$ cat config.mk
export PLATFORM = sky130hd
export DESIGN_NAME = byte_stream_mix_checksum_unit
export DESIGN_NICKNAME = d
export VERILOG_FILES = /design/src/sv/bsmc_pkg.sv /design/src/sv/bsmc_in_stage.sv /design/src/sv/bsmc_mix_core.sv /design/src/sv/byte_stream_mix_checksum_unit.sv
export SDC_FILE = /design/constraint.sdc
export NUM_CORES = 1
export LEC_CHECK = 0
export ABC_AREA = 1
export BUFFER_PORTS_ARGS = -buffer_cell sky130_fd_sc_hd__buf_2
export CAP_MARGIN = 20
export CORE_MARGIN = 10
export CORE_UTILIZATION = 40
export CTS_CLUSTER_DIAMETER = 200
export DETAILED_ROUTE_END_ITERATION = 7
export PLACE_DENSITY = 0.56
export SLEW_MARGIN = 20
export SYNTH_ARGS = -nofsm -noshare
export SYNTH_HDL_FRONTEND = slang
export SYNTH_HIERARCHICAL = 1
export SYNTH_SLANG_ARGS = --single-unit
$ cat constraint.sdc
create_clock -name clk -period 14.8 [get_ports clk]
set_input_delay 2.22 -clock clk [delete_from_list [all_inputs] [get_ports clk]]
set_output_delay 2.22 -clock clk [all_outputs]
set_load 0.005 [all_outputs]
$ cat src/sv/bsmc_pkg.sv
`default_nettype none
package bsmc_pkg;

  localparam int unsigned DATA_W = 8;
  localparam int unsigned HASH_W = 32;

  localparam logic [HASH_W-1:0] START_MASK = 32'hA5A5_A5A5;
  localparam logic [HASH_W-1:0] BYTE_BIAS  = 32'h0000_009E;
  localparam logic [HASH_W-1:0] MIX_MULT   = 32'h045D_9F3B;
  localparam int unsigned       MIX_ROT    = 7;

  // One message byte as held in the input register
  typedef struct packed {
    logic              last_byte;
    logic [DATA_W-1:0] data_byte;
  } item_t;

  // Handshake between the input register and the output side
  typedef struct packed {
    logic valid;
    logic last;
  } stage_stat_t;

endpackage : bsmc_pkg
`default_nettype wire

$ cat src/sv/bsmc_in_stage.sv
`default_nettype none
module bsmc_in_stage (
  input  wire                  clk,
  input  wire                  rst_n,
  input  wire                  in_tvalid,
  output logic                 in_tready,
  input  wire  bsmc_pkg::item_t in_item,
  input  wire                  out_free,
  output bsmc_pkg::item_t      item_q,
  output bsmc_pkg::stage_stat_t stat,
  output logic                 advance
);
  import bsmc_pkg::*;

  logic  valid_r;
  logic  valid_nxt;
  item_t item_r;

  // A non-last item never needs the output; a last one needs a free result slot
  assign advance   = valid_r && (!item_r.last_byte || out_free);
  assign in_tready = !valid_r || advance;

  always_comb begin
    valid_nxt = valid_r;
    if (in_tvalid && in_tready) begin
      valid_nxt = 1'b1;
    end else if (advance) begin
      valid_nxt = 1'b0;
    end
  end

  always_ff @(posedge clk) begin
    if (!rst_n) begin
      valid_r <= 1'b0;
    end else begin
      valid_r <= valid_nxt;
    end
  end

  always_ff @(posedge clk) begin
    if (in_tvalid && in_tready) begin
      item_r <= in_item;
    end
  end

  assign item_q     = item_r;
  assign stat.valid = valid_r;
  assign stat.last  = item_r.last_byte;

endmodule : bsmc_in_stage
`default_nettype wire

$ cat src/sv/bsmc_mix_core.sv
`default_nettype none
module bsmc_mix_core (
  input  wire                         clk,
  input  wire                         rst_n,
  input  wire  [bsmc_pkg::HASH_W-1:0] seed,
  input  wire  bsmc_pkg::item_t       item,
  input  wire                         consume,
  output logic [bsmc_pkg::HASH_W-1:0] checksum
);
  import bsmc_pkg::*;

  logic [HASH_W-1:0] hash_r;
  logic [HASH_W-1:0] hash_nxt;
  logic [HASH_W-1:0] idx_r;
  logic [HASH_W-1:0] idx_nxt;
  logic              in_msg_r;
  logic              in_msg_nxt;

  logic [HASH_W-1:0] hash_base;
  logic [HASH_W-1:0] idx_base;
  logic [HASH_W-1:0] term;
  logic [HASH_W-1:0] mixed;
  logic [HASH_W-1:0] rotated;

  // Reload from the seed on the first byte of a message
  assign hash_base = in_msg_r ? hash_r : (seed ^ START_MASK);
  assign idx_base  = in_msg_r ? idx_r  : '0;

  assign term     = {{(HASH_W-DATA_W){1'b0}}, item.data_byte} + BYTE_BIAS + idx_base;
  assign mixed    = hash_base ^ term;
  assign rotated  = {mixed[HASH_W-1-MIX_ROT:0], mixed[HASH_W-1:HASH_W-MIX_ROT]};
  assign hash_nxt = rotated * MIX_MULT;
  assign idx_nxt  = idx_base + HASH_W'(1);
  assign in_msg_nxt = !item.last_byte;

  assign checksum = hash_nxt ^ idx_nxt;

  always_ff @(posedge clk) begin
    if (!rst_n) begin
      hash_r   <= '0;
      idx_r    <= '0;
      in_msg_r <= 1'b0;
    end else if (consume) begin
      hash_r   <= hash_nxt;
      idx_r    <= idx_nxt;
      in_msg_r <= in_msg_nxt;
    end
  end

  a_last_closes: assert property (@(posedge clk) disable iff (!rst_n)
    consume && item.last_byte |=> !in_msg_r)
    else $error("message still open after its last byte");

  a_idle_holds: assert property (@(posedge clk) disable iff (!rst_n)
    !consume |=> $stable(hash_r) && $stable(idx_r) && $stable(in_msg_r))
    else $error("mix state moved without a byte");

  a_first_idx: assert property (@(posedge clk) disable iff (!rst_n)
    consume && !in_msg_r |=> idx_r == HASH_W'(1))
    else $error("first byte of a message did not restart the count");

endmodule : bsmc_mix_core
`default_nettype wire

$ cat src/sv/byte_stream_mix_checksum_unit.sv
`default_nettype none
// Byte-stream mixing checksum. Bytes arrive on the in_ stream one per item,
// in_tlast marking the final byte of a message; each message yields one
// 32-bit checksum item on the out_ stream, presented in the cycle after its
// last byte leaves the input register. The block sustains one byte per
// cycle, but a message's last byte waits while an earlier checksum is
// untaken. Every byte passes an input register, two adds, an XOR, a fixed
// rotate and one 32x32 constant multiply that feed the running-hash
// register, and a checksum lands in an output register that lets the next
// message's bytes keep flowing while it waits to be taken. The seed is
// written on the cfg_ channel (always ready) and is sampled at the first
// byte of each message; write it only between messages.
module byte_stream_mix_checksum_unit (
  input  wire         clk,
  input  wire         rst_n,
  // configuration: seed
  input  wire         cfg_valid,
  output logic        cfg_ready,
  input  wire  [31:0] cfg_data,
  // input stream
  input  wire         in_tvalid,
  output logic        in_tready,
  input  wire  [7:0]  in_tdata,   // [7:0] data_byte
  input  wire         in_tlast,   // last_byte
  // result stream
  output logic        out_tvalid,
  input  wire         out_tready,
  output logic [31:0] out_tdata   // [31:0] checksum
);
  import bsmc_pkg::*;

  logic [HASH_W-1:0] seed_r;
  logic              out_valid_r;
  logic              out_valid_nxt;
  logic [HASH_W-1:0] out_data_r;

  item_t             in_item;
  item_t             item_q;
  stage_stat_t       stat;
  logic              advance;
  logic              out_free;
  logic [HASH_W-1:0] checksum;

  // Seed register: writes always land at once
  assign cfg_ready = 1'b1;

  always_ff @(posedge clk) begin
    if (!rst_n) begin
      seed_r <= '0;
    end else if (cfg_valid) begin
      seed_r <= cfg_data;
    end
  end

  assign in_item.data_byte = in_tdata;
  assign in_item.last_byte = in_tlast;

  // The result slot is free when empty or being drained this cycle
  assign out_free = !out_valid_r || out_tready;

  bsmc_in_stage u_in_stage (
    .clk      (clk),
    .rst_n    (rst_n),
    .in_tvalid(in_tvalid),
    .in_tready(in_tready),
    .in_item  (in_item),
    .out_free (out_free),
    .item_q   (item_q),
    .stat     (stat),
    .advance  (advance)
  );

  bsmc_mix_core u_mix_core (
    .clk     (clk),
    .rst_n   (rst_n),
    .seed    (seed_r),
    .item    (item_q),
    .consume (advance),
    .checksum(checksum)
  );

  // Output register: load on a finished message, drop once taken
  always_comb begin
    out_valid_nxt = out_valid_r;
    if (advance && stat.last) begin
      out_valid_nxt = 1'b1;
    end else if (out_tready) begin
      out_valid_nxt = 1'b0;
    end
  end

  always_ff @(posedge clk) begin
    if (!rst_n) begin
      out_valid_r <= 1'b0;
    end else begin
      out_valid_r <= out_valid_nxt;
    end
  end

  always_ff @(posedge clk) begin
    if (advance && stat.last) begin
      out_data_r <= checksum;
    end
  end

  assign out_tvalid = out_valid_r;
  assign out_tdata  = out_data_r;

  a_result_from_last: assert property (@(posedge clk) disable iff (!rst_n)
    $rose(out_valid_r) |-> $past(advance && stat.last))
    else $error("checksum appeared without a last byte");

  a_stall_only_full: assert property (@(posedge clk) disable iff (!rst_n)
    stat.valid && !advance |-> stat.last && out_valid_r && !out_tready)
    else $error("input register stalled with room downstream");

  a_no_overwrite: assert property (@(posedge clk) disable iff (!rst_n)
    out_valid_r && !out_tready |-> !(advance && stat.last))
    else $error("pending checksum overwritten");

endmodule : byte_stream_mix_checksum_unit
`default_nettype wire
==> results.sh <==
export IMPL_cts_sinks=140
export IMPL_antenna_cells=0
export IMPL_fmax_ghz=0.1057
export IMPL_maxCapViolations=0
export IMPL_wl_mm=51.38
export IMPL_tightestPinTransition_ps=1044
export IMPL_area_delta_synth_final_pct=9.269
export IMPL_utilization_pct=44.20
export IMPL_avgSynthCellArea_um2=8.303
export IMPL_port_buffers=79
export IMPL_antenna_found_initial=1
export IMPL_finalHoldViolations=0
export IMPL_die_w_um=228.5
export IMPL_slowest_stage="xor2_2"
export IMPL_hpwl_mm=44.22
export IMPL_gp_congestion=0.9922
export IMPL_initial_core_util_pct=40.45
export IMPL_crit_fanout=7
export IMPL_skew_ps=8.711
export IMPL_start_kind="flop"
export IMPL_setup_viol=0
export IMPL_worstRegToRegCells=41
export IMPL_grt_pass1_wl_mm=80.94
export IMPL_grt_max_degree=80
export IMPL_required_ps=14990
export IMPL_path_clk_slew_ps=70
export IMPL_cts_max_level=4
export IMPL_drv_slew=0
export IMPL_grt_use_total_pct=20.10
export IMPL_syn_area_um2=17390
export IMPL_overflow=0
export IMPL_numCtsBuffers=17
export IMPL_ioPinCount=81
export IMPL_drc=0
export IMPL_n_fill_cell=4443
export IMPL_cpPeakStageDelay_ps=590
export IMPL_relSlewSlack_pct=29.91
export IMPL_rsz0062_at_grt="false"
export IMPL_drt_iter0_drc=680
export IMPL_postCtsSetupRepairBufs=0
export IMPL_cts_resized=0
export IMPL_yosys_warnings=6
export IMPL_postCtsHoldBufs=0
export IMPL_fin_cells=2761
export IMPL_rows=76
export IMPL_drtAntennaViolNets=0
export IMPL_crit_arrival_ps=9650
export IMPL_dieArea_um2=52210
export IMPL_design_core_area_um2=42980
export IMPL_fin_crit_ps=9462
export IMPL_die_height_um=228.5
export IMPL_period_share_pct=63.93
export IMPL_endpoint_kind="flop"
export IMPL_layout_drive_gt1_share_pct=10.06
export IMPL_dr_pass1_iters=5
export IMPL_syn_inst=2094
export IMPL_cts_buffer_depth=2
export IMPL_syn_num_nets=2532
export IMPL_dp_cells=2729
export IMPL_outcome="complete, no violations"
export IMPL_finalSetupTns_ps=0
export IMPL_ff_latch_area_um2=3217
export IMPL_hold_depth=2
export IMPL_via_count=13100
export IMPL_nNetsFinal=2601
export IMPL_cts_tree="built"
export IMPL_root_buffer="clkbuf_16"
export IMPL_min_path_type="reg2reg"
export IMPL_grt_pass1_vias=14040
export IMPL_path_class="reg2reg"
export IMPL_worstSkewPairLatency_ps=440
export IMPL_avgRoutedWirePerCell_um=18.61
export IMPL_multi_input_area_um2=11780
export IMPL_vias_per_cell=4.745
[final cells by class]
type / count / share of cell area (%)
Clock buffer: 19 / 2.391
Clock inverter: 13 / 0.8496
Inverter: 578 / 11.42
Multi-Input combinational cell: 1335 / 62.00
Sequential cell: 140 / 16.93
Tap cell: 585 / 3.853
Timing Repair Buffer: 91 / 2.555
[per-stage QoR]
stage	worst slack (ps)	hold WS (ps)	instance area, um2
global route	4783	516.1	19000
global placement	5231	466.4	18380
CTS	5180	488.3	18990
finish	5338	483.6	19000
detailed placement	5246	466.9	18380
floorplan	6995	449.5	17390
[layer usage]
metal	up-vias	global-route usage (%)	wire length, um
met5	-	0	0
met4	0	7.478	1717
met3	77	3.016	2401
met2	296	32.81	23670
met1	6320	26.46	23590
li1	6407	-	-
[placed cells by master (no fill, tap or decap), drive strengths merged, types with 2 or more instances in the layout]
| master | n |
|---|---|
| bufinv | 3 |
| clkinvlp | 3 |
| inv | 581 |
| clkinv | 4 |
| ha | 175 |
| nand2 | 280 |
| or3 | 2 |
| mux2i | 2 |
| a21oi | 73 |
| xor2 | 85 |
| a21boi | 2 |
| nand3 | 52 |
| nor2 | 186 |
| nand3b | 10 |
| o21bai | 5 |
| fa | 217 |
| o21ai | 129 |
| buf | 91 |
| edfxtp | 41 |
| a221oi | 2 |
| dfxtp | 99 |
| a31o | 2 |
| nor3 | 13 |
| nor4 | 2 |
| or2 | 6 |
| clkbuf | 19 |
| nand4 | 9 |
| a31oi | 2 |
| xnor2 | 63 |
| a21o | 8 |
| o211ai | 5 |
[critical path, delay by kind of cell (launching register included)]
kind	cells	cell delay (ps)
AOI/OAI and AO/OA	4	980
xor gates and xnor gates	3	990
adders and majority gates	9	3520
buffers and inverters	7	680
DFF	1	430
and+or+nand+nor	18	2580
[registers in the layout (all words and copies together) (netlist names)]
signal,flops
out_tdata,32
seed_r,32
u_mix_core/hash_r,32
u_mix_core/idx_r,32
u_in_stage/item_q,9
out_tvalid,1
u_in_stage/valid_r,1
u_mix_core/in_msg_r,1
[worst paths after layout]
kind / end / slack [ps] / startpoint
max: out_tdata[19]$_DFFE_PP_ / 5340 / u_in_stage/item_q[3]$_DFFE_PP_
max reg2reg: out_tdata[19]$_DFFE_PP_ / 5340 / u_in_stage/item_q[3]$_DFFE_PP_
min: u_mix_core/hash_r[21]$_SDFFE_PN0P_ / 480 / u_mix_core/hash_r[21]$_SDFFE_PN0P_
min reg2reg: u_mix_core/hash_r[21]$_SDFFE_PN0P_ / 480 / u_mix_core/hash_r[21]$_SDFFE_PN0P_
Power is left out: the tool's default activity adds up to more than one toggle a clock period on the data nets, which glitch-free logic cannot reach.
